[src/rtl/rv32i_eu_pkg.sv]
// Package for the RV32I execute unit: opcodes, sizes and shared types.
// No dependencies.
`default_nettype none
package rv32i_eu_pkg;
  localparam int MemWords = 1024;
  localparam int MemAw = $clog2(MemWords);
  localparam int ByteAw = MemAw + 2;

  localparam logic [5:0] OP_LB = 6'd0, OP_LH = 6'd1, OP_LW = 6'd2, OP_LBU = 6'd3,
    OP_LHU = 6'd4, OP_SB = 6'd5, OP_SH = 6'd6, OP_SW = 6'd7, OP_ADD = 6'd8,
    OP_SUB = 6'd9, OP_SLL = 6'd10, OP_SLT = 6'd11, OP_SLTU = 6'd12, OP_XOR = 6'd13,
    OP_SRL = 6'd14, OP_SRA = 6'd15, OP_OR = 6'd16, OP_AND = 6'd17, OP_ADDI = 6'd18,
    OP_SLTI = 6'd19, OP_SLTIU = 6'd20, OP_XORI = 6'd21, OP_ORI = 6'd22,
    OP_ANDI = 6'd23, OP_SLLI = 6'd24, OP_SRLI = 6'd25, OP_SRAI = 6'd26,
    OP_BEQ = 6'd27, OP_BNE = 6'd28, OP_BGE = 6'd29, OP_BLTU = 6'd30,
    OP_BGEU = 6'd31, OP_JAL = 6'd32, OP_JALR = 6'd33, OP_LUI = 6'd34,
    OP_AUIPC = 6'd35;

  localparam logic [0:0] REG_START_PC = 1'd0;

  // classified instruction handed from front to back
  typedef struct packed {
    logic [5:0]  op;
    logic [4:0]  rd;
    logic [4:0]  rs1;
    logic [4:0]  rs2;
    logic [31:0] imm;
    logic [31:0] target;
    logic        is_mem;
  } instr_t;

  typedef struct packed {
    logic [31:0] next_pc;
    logic        write_valid;
    logic [4:0]  write_reg;
    logic [31:0] write_value;
    logic        fault;
  } result_t;
endpackage
`default_nettype wire

[src/rtl/rv32i_eu_front.sv]
// Front end: accepts instructions and tags memory operations into a 2-entry queue.
// Depends on rv32i_eu_pkg.
`default_nettype none
module rv32i_eu_front (
  input  wire logic clk,
  input  wire logic rst,
  input  wire logic in_valid,
  output logic      in_ready,
  input  wire rv32i_eu_pkg::instr_t in_instr,
  output logic      q_valid,
  input  wire logic q_pop,
  output rv32i_eu_pkg::instr_t q_instr
);
  import rv32i_eu_pkg::*;
  instr_t slot [2];
  instr_t in_tag;
  logic rd_ptr, wr_ptr;
  logic [1:0] count;
  logic push;

  assign in_ready = (count != 2'd2);
  assign push = in_valid && in_ready;
  assign q_valid = (count != 2'd0);
  assign q_instr = slot[rd_ptr];

  always_comb begin
    in_tag = in_instr;
    in_tag.is_mem = (in_instr.op <= OP_SW);
  end

  always_ff @(posedge clk) begin
    if (push) slot[wr_ptr] <= in_tag;
    if (rst) begin
      rd_ptr <= 1'b0;
      wr_ptr <= 1'b0;
      count <= 2'd0;
    end else begin
      if (push) wr_ptr <= ~wr_ptr;
      if (q_pop) rd_ptr <= ~rd_ptr;
      count <= count + {1'b0, push} - {1'b0, q_pop};
    end
  end
endmodule
`default_nettype wire

[config.mk]
export PLATFORM = sky130hd
export DESIGN_NAME = rv32i_eu_front
export DESIGN_NICKNAME = d
export VERILOG_FILES = /design/src/rtl/rv32i_eu_pkg.sv /design/src/rtl/rv32i_eu_front.sv
export SDC_FILE = /design/constraint.sdc
export NUM_CORES = 1
export LEC_CHECK = 0
export BUFFER_PORTS_ARGS = -buffer_cell sky130_fd_sc_hd__buf_2
export CAP_MARGIN = 20
export CORE_UTILIZATION = 52
export CTS_BUF_LIST = sky130_fd_sc_hd__clkbuf_8 sky130_fd_sc_hd__clkbuf_16
export DETAILED_ROUTE_END_ITERATION = 6
export PLACE_DENSITY_LB_ADDON = 0.3
export SYNTH_ARGS = -nofsm -noshare
export SYNTH_HDL_FRONTEND = slang
export SYNTH_SLANG_ARGS = --single-unit
[constraint.sdc]
create_clock -name clk -period 5.4 [get_ports clk]
set_input_delay 0.81 -clock clk [delete_from_list [all_inputs] [get_ports clk]]
set_output_delay 0.81 -clock clk [all_outputs]
set_load 0.005 [all_outputs]
# Word-level counts from Yosys, hierarchy flattened
# Memories as Yosys holds them, arrays and structs flattened. A register that Yosys moved wholly into a read port is not among the register bits.
# Index checks and enable logic that the tools add are counted.
classes:
  n_div: 0
  n_eq_ne: 1
  multipliers: 0
  mux: 4
  addsub: 2
  magnitude_cmp: 1
  n_shift: 0
  reduce_logical: 2
  bitwise: 2
op_table:
  columns: ["operator", "n"]
  rows:
  - ["<= comparator 6 x 3 -> 1 bit (second input constant)", 1]
  - ["2-to-1 mux 1 bit", 4]
  - ["adder 2 x 1 -> 2 bit", 1]
  - ["!= test 2 bit (second input constant)", 1]
  - ["NOT 1 bit", 2]
  - ["nonzero test 2 bit", 1]
  - ["subtractor 2 x 1 -> 2 bit", 1]
  - ["logical AND 1 bit", 1]
totals:
  ramBits: 172
  romBits: 0
  word_cells: 16
  regBits: 4
  latchBits: 0
  input_bits: 90
  mem_count: 1
  output_inout_bits: 88
mem_list:
  columns: ["name", "words", "word_bits", "rd", "rd_clocked_by_memory_dff", "write_ports", "line", "source"]
  rows:
  - ["slot", 2, 86, 1, 1, 1, "rv32i_eu_front.sv:15", "instr_t slot [2];"]

# Depth between registers and ports, before layout
depth:
  depth_word: 4
  depth_mapped: 7
  depth_no_buf: 7

# Worst setup path after synthesis
# No wires, ideal clock.
synth_timing:
  path_kind: "in2reg"
  start: "input port in_valid"
  end: "memory slot[0][0] (netlist bit), enable pin"
  arrival_time_ps: 2577
  cell_stages: 2
  setup_ps: 440
  slack_ps: 2383
  path_buffers: 0
  t_required_ps: 4960
  path_cell_list: "nand3b_1 > inv_1"
synth_via:
  elab_chain_len: 3
synth_lines:
  columns: ["element", "line", "source"]
  rows:
  - ["start, declared", "rv32i_eu_front.sv:7", "input wire logic in_valid,"]
  - ["logical AND 1 bit", "rv32i_eu_front.sv:22", "assign push = in_valid && in_ready;"]
  - ["2-to-1 mux 1 bit", "rv32i_eu_front.sv:32", "if (push) slot[wr_ptr] <= in_tag;"]
  - ["2-to-1 mux 1 bit (implied by the code)", "rv32i_eu_front.sv:32", null]
  - ["end, declared", "rv32i_eu_front.sv:15", null]
# No other way between the ends.

==> results.tsv <==
stage	metric	value	unit
status	status	finished clean	
global_route	antenna_found_initial	0	
floorplan	design.core.area	12060	um^2
global_route	global_route.overflow_total	0	
global_route	grt_pass1_wl	16190	um
power_and_ir_drop	power_density	388.4	nW/um^2
logic_synthesis	syn_area	6474	um^2
floorplan	dieArea	12900	um^2
clocking	tritoncts	yes	
final_layout	fin_nets	576	
clocking	clock-sinks	177	
setup_path	cp.arrival	1.93	ns
placement	numPortBuffers	176	
sta	timing.fmax	365.5	MHz
power_and_ir_drop	switching_share	21.92	%
power_and_ir_drop	p_leak	3.012	nW
power_and_ir_drop	p_seq_share	53.5	%
final_layout	syn2layout_area_growth	24.91	%
setup_path	cpMaxStageDelayCell	dfxtp_4	
sta	rsz0062_at_grt	no	
setup_path	path_class	reg -> out	
drt	drt.antenna.violating_nets	0	
clocking	cts_max_level	4	
global_route	grt_usage	17.09	%
sta	slew-limit-headroom	38.85	%
clocking	cts_buffers	17	
floorplan	die_w	113.6	um
logic_synthesis	synth_top_area_share	79.78	%
drt	routedWlPerCell	16.00	um
clocking	cts-resized-gates	0	
drt	drc	0	
sta	fin_skew	0.007463	ns
placement	dp.final_hpwl	6659	um
setup_path	cp_cell_sequence	buf_16 > mux2_2 > buf_2	
drt	dr.pass1.iters	4	
power_and_ir_drop	p_comb_share	11.2	%
clocking	cts_root_buf	clkbuf_16	
drt	via_per_inst	4.962	
sta	final-hold-violation-count	0	
sta	finalCritPeriodShare	50.67	%
job	drv_cap	0	
sta	worstMarginPinSlew	0.9162	ns
drt	routed_wl	10660	um
final_layout	regArea	5269	um^2
clocking	insertion_delay	0.42	ns
logic_synthesis	synth.net_count	388	
global_route	grt_pass1_vias	3384	
logic_synthesis	synthTopCellsByArea	edfxtp_1 80%, mux2_2 15%, dfxtp_1 1.5%	
clocking	clkTransAtPathRegs	0.06	ns
clocking	cts_buffer_depth	2	
placement	gp_congestion	0.6690	
floorplan	die_height	113.6	um
floorplan	rows	40	
setup_path	cp.required	4.59	ns
sta	period_needed	2.736	ns
sta	fin_ws	2.664	ns
sta	setup_viol	0	
setup_path	startpoint_type	register	
hold_path	holdCritPathClass	reg -> reg	
logic_synthesis	ys_warn_count	0	
sta	fin_tns_setup	0	ns
power_and_ir_drop	p_int	2.453	mW
logic_synthesis	synth_area_per_cell	21.80	um^2
power_and_ir_drop	switchingPower	0.6884	mW
final_layout	multi_input_area	1125	um^2
floorplan	io_pins	178	
setup_path	cp_max_fo	62	
drt	drt_iter0_markers	217	
final_layout	drive_gt1_share	60.04	%
logic_synthesis	ys_ff_latch	177	
setup_path	crit_path_end_kind	output pin	
logic_synthesis	netlist_instances	297	
power_and_ir_drop	peakVddDrop	0.2450	mV
setup_path	cp_slowest_stage_delay	0.58	ns
sta	finalMaxSlewViolations	0	
drt	vias	3305	
power_and_ir_drop	clkPwrFrac	35.3	%
logic_synthesis	ys_types	25	
floorplan	start_util	53.67	%
global_route	grt_max_degree	87	
final_layout	fill_cells	846	
final_layout	antenna_cells	0	
logic_synthesis	synth_seq_area_share	81.33	%
logic_synthesis	yosys.area.top_type	edfxtp_1	
clocking	cts.hold.buffers_added	0	
placement	post-place-ws	2.604	ns
clocking	post_cts_buffers	0	
-- cells by family after synthesis --
kind of cell             synth area share (%)
buffers and inverters                   1.353
AND/OR/NAND/NOR                         1.411
XOR/XNOR                               0.2706
multiplexers                            14.96
flip-flops                              81.33
adder cells (fa/ha/maj)                0.1932
AO/OA/AOI/OAI                          0.4832
-- cells in the mapped netlist, drive strengths merged --
| master | n |
|---|---|
| inv | 3 |
| a21bo | 1 |
| or4 | 1 |
| a2111oi | 1 |
| nor3 | 1 |
| nor2b | 1 |
| ha | 1 |
| or2 | 1 |
| a21oi | 1 |
| nor2 | 2 |
| nand2b | 2 |
| and3 | 1 |
| nand4b | 2 |
| or4b | 1 |
| clkbuf | 1 |
| xnor2 | 2 |
| nand3b | 1 |
| nand2 | 1 |
| mux2 | 86 |
| a21boi | 1 |
| edfxtp | 172 |
| dfxtp | 5 |
| buf | 9 |
-- flip-flops by register name, summed over array words and instances (netlist names), named ones only --
| signal | cells |
|---|---|
| slot | 172 |
| count | 2 |
| rd_ptr | 1 |
| wr_ptr | 1 |
-- layer usage --
metal | GRT usage, % | wire length [um] | vias to the layer above
li1 | - | - | 1563
met1 | 19.32 | 4233 | 1605
met2 | 28.82 | 5463 | 122
met3 | 5.792 | 784 | 15
met4 | 8.947 | 177 | 0
met5 | 0 | 0 | -
-- layout by cell type, fill, tap and decap left out, types with 2 or more instances in the layout --
cell,count
buf_2,176
clkinv_2,4
clkinvlp_4,4
clkbuf_16,17
nor2_1,2
inv_1,3
nand4b_1,2
nand2b_1,2
mux2_2,86
clkinv_4,3
dfxtp_1,4
clkinv_1,2
buf_4,2
edfxtp_1,172
xnor2_1,2
-- power by group through the flow --
stage               clock network [mW]  logic (mW)  registers, mW
floorplan                            0       0.201           1.70
global placement                     0       0.328           1.72
detailed placement                   0       0.336           1.73
CTS                               1.13       0.339           1.70
global route                      1.18       0.384           1.69
finish                            1.11       0.352           1.68
-- final timing paths --
path                             from                    to  slack [ns]  cells after the start
setup reg to reg  count[0]$_SDFF_PP0_  slot[0][9]$_DFFE_PP_        3.06                      4
hold / removal    rd_ptr$_SDFFE_PP0P_   rd_ptr$_SDFFE_PP0P_        0.52                      2
hold reg to reg   rd_ptr$_SDFFE_PP0P_   rd_ptr$_SDFFE_PP0P_        0.52                      2
setup / recovery             register           q_instr[45]        2.66                      3
-- critical path, delay by kind of cell, from the launching register on --
family	cells	cell delay, ns
buffers and inverters	2	0.44
multiplexers	1	0.39
flip-flops	1	0.58
-- area by class of cell --
class	instances	share of cell area, %
Sequential cell	177	65.16
Multi-Input combinational cell	107	13.91
Timing Repair Buffer	179	11.42
Clock buffer	17	5.261
Tap cell	168	2.599
Clock inverter	15	1.501
Inverter	3	0.1547
-- metrics by stage --
stage	std cells	instance area, um^2	total power [mW]	utilization, %	hold WS [ns]
CTS	665	8059	3.172	66.82	0.5210
global placement	633	7512	2.046	62.28	0.4953
global route	666	8087	3.251	67.04	0.5534
finish	666	8087	3.141	67.04	0.5172
floorplan	297	6474	1.898	-	0.4799
detailed placement	633	7512	2.063	62.28	0.4989
Note: power is estimated with default switching activity, not from simulation.
